==> src/design/cpl_pkg.sv <==
// ----------------------------------------------------------------------------
// Closest points between lines: package
// Word types, widths of the intermediate terms and register codes.
// ----------------------------------------------------------------------------
`timescale 1ns / 1ps
`default_nettype none

package cpl_pkg;

  localparam int CW       = 32;
  localparam int DW       = 16;
  localparam int DIR_FRAC = 12;

  localparam int C_W    = 2 * DW + 1;
  localparam int DEN_W  = 2 * C_W + 2;
  localparam int W_W    = DW + C_W + 1;
  localparam int DIFF_W = CW + 1;
  localparam int DET_W  = DIFF_W + W_W + 2;
  localparam int NUM_W  = DW + DET_W;
  localparam int RW     = NUM_W + 2;

  localparam int CHUNK   = 32;
  localparam int MUL_LAT = 2;

  localparam int RDIV_LAT = CW + 2;
  localparam int LATENCY  = CW + 15;

  localparam int ADDR_W = 3;
  localparam logic CFG_IDX_LIMIT = 1'b0;
  localparam logic [31:0] LIMIT_RESET = 32'd1;

  typedef struct packed {
    logic signed [CW-1:0] first_origin_x;
    logic signed [CW-1:0] first_origin_y;
    logic signed [CW-1:0] first_origin_z;
    logic signed [DW-1:0] first_dir_x;
    logic signed [DW-1:0] first_dir_y;
    logic signed [DW-1:0] first_dir_z;
    logic signed [CW-1:0] second_origin_x;
    logic signed [CW-1:0] second_origin_y;
    logic signed [CW-1:0] second_origin_z;
    logic signed [DW-1:0] second_dir_x;
    logic signed [DW-1:0] second_dir_y;
    logic signed [DW-1:0] second_dir_z;
  } cpl_in_t;

  typedef struct packed {
    logic                 found;
    logic signed [CW-1:0] first_point_x;
    logic signed [CW-1:0] first_point_y;
    logic signed [CW-1:0] first_point_z;
    logic signed [CW-1:0] second_point_x;
    logic signed [CW-1:0] second_point_y;
    logic signed [CW-1:0] second_point_z;
  } cpl_out_t;

endpackage

`default_nettype wire

==> src/design/cpl_mul.sv <==
// ----------------------------------------------------------------------------
// Closest points between lines: pipelined signed multiplier
// Splits both operands into chunks, registers the partial products, then sums.
// ----------------------------------------------------------------------------
`timescale 1ns / 1ps
`default_nettype none

module cpl_mul import cpl_pkg::*; #(
  parameter int AW = 16,
  parameter int BW = 16
) (
  input  wire                      clk,
  input  wire  signed [AW-1:0]     a,
  input  wire  signed [BW-1:0]     b,
  output logic signed [AW+BW-1:0]  p
);

  localparam int NA = (AW + CHUNK - 1) / CHUNK;
  localparam int NB = (BW + CHUNK - 1) / CHUNK;
  localparam int PW = AW + BW;

  logic signed [NA*CHUNK-1:0]   a_ext;
  logic signed [NB*CHUNK-1:0]   b_ext;
  logic signed [CHUNK:0]        a_ch [NA];
  logic signed [CHUNK:0]        b_ch [NB];
  logic signed [2*CHUNK+1:0]    pp_r [NA][NB];
  logic signed [PW-1:0]         sum_nxt;
  logic signed [PW-1:0]         p_r;

  assign a_ext = (NA*CHUNK)'(a);
  assign b_ext = (NB*CHUNK)'(b);

  always_comb begin
    for (int i = 0; i < NA; i++) begin
      a_ch[i] = {(i == NA - 1) ? a_ext[NA*CHUNK-1] : 1'b0, a_ext[i*CHUNK +: CHUNK]};
    end
    for (int j = 0; j < NB; j++) begin
      b_ch[j] = {(j == NB - 1) ? b_ext[NB*CHUNK-1] : 1'b0, b_ext[j*CHUNK +: CHUNK]};
    end
  end

  always_ff @(posedge clk) begin
    for (int i = 0; i < NA; i++) begin
      for (int j = 0; j < NB; j++) begin
        pp_r[i][j] <= a_ch[i] * b_ch[j];
      end
    end
  end

  always_comb begin
    sum_nxt = '0;
    for (int i = 0; i < NA; i++) begin
      for (int j = 0; j < NB; j++) begin
        sum_nxt = sum_nxt + (PW'(pp_r[i][j]) <<< ((i + j) * CHUNK));
      end
    end
  end

  always_ff @(posedge clk) begin
    p_r <= sum_nxt;
  end

  assign p = p_r;

endmodule

`default_nettype wire

==> config.mk <==
export PLATFORM = sky130hd
export DESIGN_NAME = cpl_mul
export DESIGN_NICKNAME = d
export VERILOG_FILES = /design/src/design/cpl_pkg.sv /design/src/design/cpl_mul.sv
export SDC_FILE = /design/constraint.sdc
export NUM_CORES = 1
export LEC_CHECK = 0
export BUFFER_PORTS_ARGS = -buffer_cell sky130_fd_sc_hd__buf_2
export CAP_MARGIN = 25
export CORE_AREA = 2 2 171 173
export CTS_CLUSTER_DIAMETER = 50
export CTS_CLUSTER_SIZE = 8
export DETAILED_ROUTE_END_ITERATION = 16
export DIE_AREA = 0 0 173 175
export PLACE_DENSITY = 0.6
export SYNTH_ARGS = -nofsm -noshare
export SYNTH_HDL_FRONTEND = slang
export SYNTH_SLANG_ARGS = --single-unit
==> constraint.sdc <==
create_clock -name clk -period 8.7 [get_ports clk]
set_clock_uncertainty 0.05 [all_clocks]
set_input_delay 1.305 -clock clk [delete_from_list [all_inputs] [get_ports clk]]
set_output_delay 1.305 -clock clk [all_outputs]
set_load 0.01 [all_outputs]
==> results of run 1 <==
==> cells in the final DEF, fill, tap and decap left out, drive strengths merged, types with 4 or more instances in the layout <==
cell and n:
a211oi 6, a21o 5, a21oi 24, a31oi 4, and2 125, buf 64
clkbuf 10, dfxtp 64, fa 262, ha 82, inv 289, nand2 132
nand3 9, nor2 28, nor3 10, o211ai 5, o21a 5, o21ai 9
xnor2 25, xor2 9
==> final timing paths <==
path	start	cells past startpoint	endpoint
worst max-delay path	b[1]	18	pp_r[0][29]$_DFF_P_
worst min-delay path	pp_r[0][18]$_DFF_P_	0	p[18]$_DFF_P_
worst max register to register	pp_r[0][29]$_DFF_P_	0	p[29]$_DFF_P_
worst min register to register	pp_r[0][18]$_DFF_P_	0	p[18]$_DFF_P_
==> through the flow <==
stage,hold slack [ns],utilization
2_1_floorplan,0.260,-
3_3_place_gp,0.261,0.420
3_5_place_dp,0.262,0.420
4_1_cts,0.275,0.432
5_1_grt,0.280,0.432
6_report,0.273,0.432
==> kinds of logic after synthesis <==
logic type,synth area share
compound gates,0.0525
xor+xnor,0.0264
fa+ha+maj,0.557
buf+inv,0.108
flops,0.114
simple gates,0.143
==> state kept, by name, summed over array words and instances, names as in the netlist <==
signal / cells
p: 32
pp_r: 32
==> synth_stat cells, types with 2 or more instances <==
library cell and instances:
nor2_1 27, a31oi_1 3, nor3_1 9, and3_1 3, o21ai_0 5, a211o_1 2, o2111ai_1 2, a21oi_2 3
dfxtp_1 64, xor2_1 9, fa_1 262, a21o_1 5, and2_1 124, a311o_1 2, a21oi_1 21, ha_1 82
o211ai_1 3, o21a_1 4, clkbuf_1 31, a211oi_2 4, buf_2 2, o211ai_2 2, nor2b_1 3, xnor2_1 25
inv_1 288, o21ai_1 3, nand3_1 8, nand2_1 132, a211oi_1 2, nand2b_1 3, a221oi_2 2
==> per-layer routing <==
layer	up-vias	global-route usage	wire length (um)
li1	3488	-	-
met4	0	0.0784	1020
met5	-	0	0
met1	3878	0.201	9450
met3	55	0.0272	952
met2	163	0.344	13200
==> layout make-up <==
cell class	count	area [sq um]
fillers	2872	16100
multi-input cells	774	8770
flip-flops and latches	64	1280
inverters	288	1080
well taps	384	480
repair buffers	64	320
clock buffers	10	239
clock inverters	6	90.1
==> worst max-delay path: cells and delay by family <==
family	cells	cell delay [ns]
AOI/OAI and AO/OA	4	0.98
buffers and inverters	4	0.50
and+or+nand+nor	2	0.27
adders and majority gates	7	3.69
xor gates and xnor gates	1	0.15
==> flow_metrics.tcl, run 1 <==
set metrics [dict create \
    netlist.area_leader.share 0.466 \
    die_width_um 173 \
    worst_setup_path_start_kind "input pin" \
    final_area_sq_mm 0.0123 \
    yosysTopAreaCell "fa_1" \
    die_area_sq_mm 0.0303 \
    avgSynthCellArea_sq_um 9.71 \
    rrSetupSlack_ns 8.21 \
    drt_wl_total_mm 24.7 \
    htree_num_levels 3 \
    hold_path.class "reg -> reg" \
    status "finished, final reports clean" \
    clock_latency_ns 0.34 \
    drtPass1Iterations 5 \
    placed_cell_area_sq_mm 0.0119 \
    slowest_delay_ns 0.84 \
    start_util 0.397 \
    end_kind "register" \
    dieHeight_um 175 \
    required_ns 8.88 \
    post-place-ws_ns 1.63 \
    fin_crit_sh 0.775 \
    fmax_ghz 0.148 \
    hold_buffers 0 \
    grt_util_all_layers 0.182 \
    cts_post_setup_buffers_inserted 0 \
    drc 0 \
    post_cts_resized 0 \
    crit_path_frequent_cell "fa_1" \
    first_global_vias 8845 \
    grt_setup_unrepaired "no" \
    overflow 0 \
    drive_gt1_frac 0.0862 \
    numCtsBuffers 9 \
    dp_cells 1574 \
    worst_slew_pin_slew_ns 0.526 \
    area_delta_synth_final_pct 8.88 \
    setup_slack_ns 1.96 \
    yosys-top-cells-area "fa_1, dfxtp_1, inv_1, ha_1, and2_1" \
    criticalPathCategory "in -> reg" \
    grt_max_degree 17 \
    synth_nets 1537 \
    tns_ns 0 \
    cts_root_buf "clkbuf_16" \
    layout.nets 1578 \
    coreArea_sq_mm 0.0284 \
    portBuffers 64 \
    routed_via_density 4.77 \
    num_io_pins 65 \
    dp_hpwl_mm 20.6 \
    cp.arrival_ns 6.92 \
    drv_slew 0 \
    clk_path_buf_depth 2 \
    yosys_warnings 0 \
    maxSlewHeadroom 0.649 \
    hold_viol 0 \
    antenna_found_initial 0 \
    cts_tree "done" \
    synth_seq_cells 64 \
    synth_edf_count 0 \
    routedWlPerCell_um 15.5 \
    syn_area_sq_mm 0.0113 \
    drtIter0Drc 257 \
    async_flop_share 0 \
    ys_types 56 \
    ant_nets 0 \
    ys_seq_area_frac 0.114 \
    grt_pass1_wl_mm 43.1 \
    n_antenna_cell 0 \
    crit_slowest_cell "fa_1" \
    path_max_fanout 16 \
    synthFlopType "dfxtp_1" \
    layout_min_cycle_time_ns 6.74 \
    rows 62 \
    cts.sinks 64 \
    vias 7584 \
    routabilityCongestion 0.850 \
    final_cell_count_no_fill 1590 \
    path_cells "buf_2 -> nand2_1 -> inv_1 -> fa_1 -> fa_1 -> fa_1 -> fa_1 -> fa_1 -> inv_1 -> fa_1 -> inv_1 -> ha_1 -> a21o_1 -> a221o_1 -> nand3_1 -> a21oi_2 -> a311o_1 -> xor2_1" \
    max-cap-violations 0 \
    setup_violations 0 \
    synthCells 1160 \
    clk_pin_slew_ns 0.06 \
]
Power of run 1 is left out: the tool's default activity adds up to more than one toggle a clock period on the data nets, which glitch-free logic cannot reach.
==> run 2, diff against run 1 <==
- ABC_AREA: not set -> 1
- CORE_AREA: 2 2 171 173 -> 2 2 177 179
- DIE_AREA: 0 0 173 175 -> 0 0 179 181
- clock period: 8.7 -> 6.3 ns (I/O delays scaled with it)
==> run 2 against run 1 <==
  * Register-to-register slack got worse by 2.4 ns
  * Global-route usage is 0.34 points higher
  * Sequential share of layout area is 0.80 points lower
  * Sequential cell count unchanged
==> flow_metrics.tcl, run 2 <==
set metrics [dict create \
    num_io_pins 65 \
    cts_tree "done" \
    yosys_warnings 0 \
    die_area_sq_mm 0.0324 \
    hold_path.class "reg -> reg" \
    htree_num_levels 3 \
    syn_area_sq_mm 0.0121 \
    synth_seq_cells 64 \
    worst_slew_pin_slew_ns 0.553 \
    portBuffers 64 \
    route.met3.wl_um 764 \
    layout_min_cycle_time_ns 5.95 \
    cts_root_buf "clkbuf_16" \
    die_width_um 179 \
    fin_crit_sh 0.945 \
    drc 0 \
    routedWlPerCell_um 13.8 \
    yosys-top-cells-count "inv_1, nand2_1, fa_1" \
    yosys-top-cells-area "fa_1, inv_1, nand2_1, dfxtp_1, ha_1" \
    required_ns 6.49 \
    routed.top_layer "met4" \
    status "finished, final reports clean" \
    clk_pin_slew_ns 0.05 \
    hold_viol 0 \
    dp_hpwl_mm 24.3 \
    grt_max_degree 17 \
    tns_ns 0 \
    drv_slew 0 \
    routabilityCongestion 0.847 \
    synth_edf_count 0 \
    dieHeight_um 181 \
    setup_violations 0 \
    synth_nets 1907 \
    n_antenna_cell 0 \
    rrSetupSlack_ns 5.80 \
    synthFlopType "dfxtp_1" \
    avgSynthCellArea_sq_um 7.91 \
    layout.nets 1957 \
    synthCells 1530 \
    r2r_cells 0 \
    ys_types 29 \
    numCtsBuffers 9 \
    coreArea_sq_mm 0.0303 \
    fmax_ghz 0.168 \
    netlist.area_leader.share 0.433 \
    wl_met2_mm 14.0 \
    first_global_vias 9862 \
    start_util 0.399 \
    antenna_found_initial 0 \
    yosysMostFrequentCell "inv_1" \
    cts_post_setup_buffers_inserted 0 \
    max-cap-violations 0 \
    drt-met1-wl_mm 12.0 \
    worst_setup_path_start_kind "input pin" \
    rows 64 \
    grt_setup_unrepaired "no" \
    ys_seq_area_frac 0.106 \
    dp_cells 1965 \
    hold_depth 0 \
    final_cell_count_no_fill 1980 \
    drtIter0Drc 406 \
    vias 9044 \
    yosysTopAreaCell "fa_1" \
    path_max_fanout 12 \
    grt_util_all_layers 0.185 \
    routed_via_density 4.57 \
    ant_nets 0 \
    area_delta_synth_final_pct 9.69 \
    grt_pass1_wl_mm 47.5 \
    mostFrequentLayoutCells "inv_1, nand2_1, fa_1" \
    drive_gt1_frac 0.0878 \
    post_cts_resized 0 \
    cts.sinks 64 \
    overflow 0 \
    layout_commonest_cell "inv_1" \
    async_flop_share 0 \
    clock_latency_ns 0.33 \
    end_kind "register" \
    maxSlewHeadroom 0.631 \
    criticalPathCategory "in -> reg" \
    cp.arrival_ns 6.14 \
    hold_buffers 0 \
    drtPass1Iterations 5 \
    drt_wl_total_mm 27.2 \
    clk_path_buf_depth 2 \
]
run 2: cell count changes after synthesis, moves of 7 or more:
| cell | before | now |
|---|---|---|
| clkbuf_1 | 31 | 58 |
| inv_1 | 288 | 476 |
| xor2_1 | 9 | 17 |
| nand2_1 | 132 | 403 |
| nand3_1 | 8 | 33 |
| and2_1 | 124 | 2 |
| nor2_1 | 27 | 48 |
| xnor2_1 | 25 | 4 |
| nand4_1 | 1 | 11 |
| nand2_2 | 0 | 7 |
run 2: per-layer routing:
| metal | track usage | up-vias |
|---|---|---|
| li1 | - | 4361 |
| met1 | 0.242 | 4497 |
| met2 | 0.336 | 152 |
| met3 | 0.0137 | 34 |
| met4 | 0.0345 | 0 |
| met5 | 0 | - |
run 2: worst paths after layout:
| check | endpoint | start |
|---|---|---|
| worst min-delay path | p[13]$_DFF_P_ | pp_r[0][13]$_DFF_P_ |
| worst min register to register | p[13]$_DFF_P_ | pp_r[0][13]$_DFF_P_ |
| worst max-delay path | pp_r[0][23]$_DFF_P_ | b[4] |
| worst max register to register | p[27]$_DFF_P_ | pp_r[0][27]$_DFF_P_ |
run 2: cell families (layout without fill, tap and decap cells):
group | after synthesis | count (layout) | synth area share
buffers and inverters | 538 | 592 | 0.167
and+or+nand+nor | 527 | 527 | 0.177
adders and majority gates | 344 | 344 | 0.518
DFF | 64 | 64 | 0.106
AOI/OAI and AO/OA | 36 | 36 | 0.0166
xor gates and xnor gates | 21 | 21 | 0.0152
run 2: area by class of cell:
cell class,instances,area [sq um]
clock buffer,9,225
clock inverter,6,85.1
fill,3065,17100
inverter,479,1800
multi-input combinational,928,8800
sequential,64,1280
tap,396,495
timing repair buffer,98,588
run 2: through the flow:
stage | setup WS [ns] | util | hold slack (ns) | area [sq um]
finish | 0.345 | 0.437 | 0.273 | 13300
global route | 0.0838 | 0.437 | 0.277 | 13300
CTS | 0.327 | 0.437 | 0.274 | 13300
detailed placement | 0.00314 | 0.427 | 0.262 | 13000
global placement | 0.0343 | 0.427 | 0.260 | 13000
floorplan | 0.258 | - | 0.260 | 12100
run 2: worst max-delay path: stages:
cell      delay, ns
buf_2          0.23
nand2_1        0.18
fa_1           0.57
inv_1          0.07
fa_1           0.71
fa_1           0.51
fa_1           0.50
fa_1           0.49
inv_1          0.05
fa_1           0.47
inv_1          0.04
ha_1           0.37
nand2_1        0.15
nor2_1         0.14
inv_1          0.10
nor2_2         0.13
nand4_1        0.11
nand3b_1       0.16
xor2_1         0.20
Power of run 2 is left out for the same reason.
==> run 3, diff against run 2 <==
- CELL_PAD_IN_SITES_DETAIL_PLACEMENT: not set -> 1
- CELL_PAD_IN_SITES_GLOBAL_PLACEMENT: not set -> 2
- CORE_AREA: 2 2 177 179 -> 2 2 180 182
- DIE_AREA: 0 0 179 181 -> 0 0 182 184
- PLACE_DENSITY: 0.6 -> 0.87
==> run 3 against run 2 <==
  * Routed wire length grew 15%
  * Cell area grew 0.11%
  * Sequential share of layout area is essentially flat
  * Cell count grew 0.56%
  * Sequential cell count is the same
  * Global-route usage grew 1.9 points
  * Highest routed layer unchanged
  * Non-clock buffer count grew 4
  * First-iteration DRC count shrank 24%
  * Die area grew 3.4%
  * Maximum frequency shrank 1.1%
  * Via count grew 1.8%
==> flow_metrics.tcl, run 3 (same netlist as run 2, synthesis figures left out) <==
set metrics [dict create \
    maxSlewHeadroom 0.617 \
    numCtsBuffers 9 \
    drc 0 \
    die_width_um 182 \
    crit_start "b[15]" \
    die_area_sq_mm 0.0335 \
    max-cap-violations 0 \
    tns_ns 0 \
    num_io_pins 65 \
    hold_viol 0 \
    routabilityCongestion 0.845 \
    status "finished, final reports clean" \
    drv_slew 0 \
    worst_setup_path_start_kind "input pin" \
    min_from "pp_r[0][10]$_DFF_P_" \
    grt_util_all_layers 0.205 \
    fillers 3875 \
    hold_path.class "reg -> reg" \
    slowest_delay_ns 0.53 \
    rows 65 \
    required_ns 6.45 \
    grt_setup_unrepaired "no" \
    drive_gt1_frac 0.0919 \
    clk_path_buf_depth 2 \
    area_delta_synth_final_pct 9.81 \
    path_max_fanout 13 \
    antenna_found_initial 0 \
    first_global_vias 10816 \
    grt_pass1_wl_mm 53.7 \
    worst_slew_pin_slew_ns 0.574 \
    drtIter0Drc 307 \
    drtPass1Iterations 4 \
    portBuffers 64 \
    ant_nets 0 \
    cts_tree "done" \
    end_kind "register" \
    start_util 0.386 \
    crit_path_frequent_cell "fa_1" \
    path_cells "buf_2 -> inv_1 -> or2_2 -> fa_1 -> fa_1 -> inv_1 -> fa_1 -> fa_1 -> fa_1 -> inv_1 -> fa_1 -> inv_1 -> ha_1 -> a21oi_1 -> o21ai_0 -> a21oi_1 -> nand3_1 -> xor2_1" \
    grt_max_degree 17 \
    crit_slowest_cell "fa_1" \
    layout_commonest_cell "inv_1" \
    dp_hpwl_mm 28.2 \
    routed_via_density 4.62 \
    hold_slack_ns 0.273 \
    coreArea_sq_mm 0.0314 \
    dp_cells 1975 \
    fin_crit_sh 0.956 \
    vias 9203 \
    cts_root_buf "clkbuf_16" \
    layout_min_cycle_time_ns 6.02 \
    setup_violations 0 \
    r2r-start "pp_r[0][11]$_DFF_P_" \
    dieHeight_um 184 \
    clk_pin_slew_ns 0.05 \
    n_antenna_cell 0 \
    drt_wl_total_mm 31.4 \
    cts.sinks 64 \
    clock_latency_ns 0.32 \
    criticalPathCategory "in -> reg" \
    layout.nets 1961 \
    fmax_ghz 0.166 \
    routedWlPerCell_um 15.8 \
    final_cell_count_no_fill 1991 \
    htree_num_levels 3 \
    cp.arrival_ns 6.17 \
    mostFrequentLayoutCells "inv_1, nand2_1, fa_1" \
    utilization 0.423 \
    overflow 0 \
]
run 3: cell types whose count changed in the layout (fill, tap and decap cells not counted), moves of 2 or more:
cell | before | now
buf_4 | 33 | 36
bufinv_16 | 2 | 0
clkinv_2 | 2 | 4
fa_2 | 0 | 2
fa_1 | 262 | 260
run 3: metrics by stage:
step           cell area [sq um]  worst slack [ns]
6_report                   13300             0.279
5_1_grt                    13300           0.00513
4_1_cts                    13300             0.182
3_5_place_dp               13000            -0.122
3_3_place_gp               13000           -0.0288
2_1_floorplan              12100             0.258
run 3: worst max-delay path, delay by kind of cell:
kind | cells | cell delay, ns
adder cells (fa/ha/maj) | 7 | 3.20
AND/OR/NAND/NOR | 2 | 0.37
buffers and inverters | 5 | 0.65
XOR/XNOR | 1 | 0.18
AO/OA/AOI/OAI | 3 | 0.80
run 3: final cells by class:
class | count | area (sq um) | area share
Multi-Input combinational cell | 928 | 8810 | 0.663
Inverter | 479 | 1800 | 0.135
Sequential cell | 64 | 1280 | 0.0964
Timing Repair Buffer | 102 | 633 | 0.0476
Tap cell | 402 | 503 | 0.0378
Clock buffer | 10 | 229 | 0.0172
Clock inverter | 6 | 36.3 | 0.00273
run 3: layer usage:
metal,vias to the layer above,routed length (um),GRT usage
met1,4698,13000,0.243
met5,-,0,0
met3,28,638,0.0162
li1,4371,-,-
met2,106,17200,0.404
met4,0,511,0.0368
run 3: final timing paths:
path	to	cells after the start	slack (ns)
worst min-delay path	p[10]$_DFF_P_	0	0.27
worst max-delay path	pp_r[0][20]$_DFF_P_	18	0.28
worst min register to register	p[10]$_DFF_P_	0	0.27
worst max register to register	p[11]$_DFF_P_	0	5.81
run 3: repair_timing:
action	CTS	global route
endpoints found under the setup margin	0	5
resized for setup	0	4
buffers inserted	0	0
hold buffers	0	0
Power of run 3 is left out for the same reason.
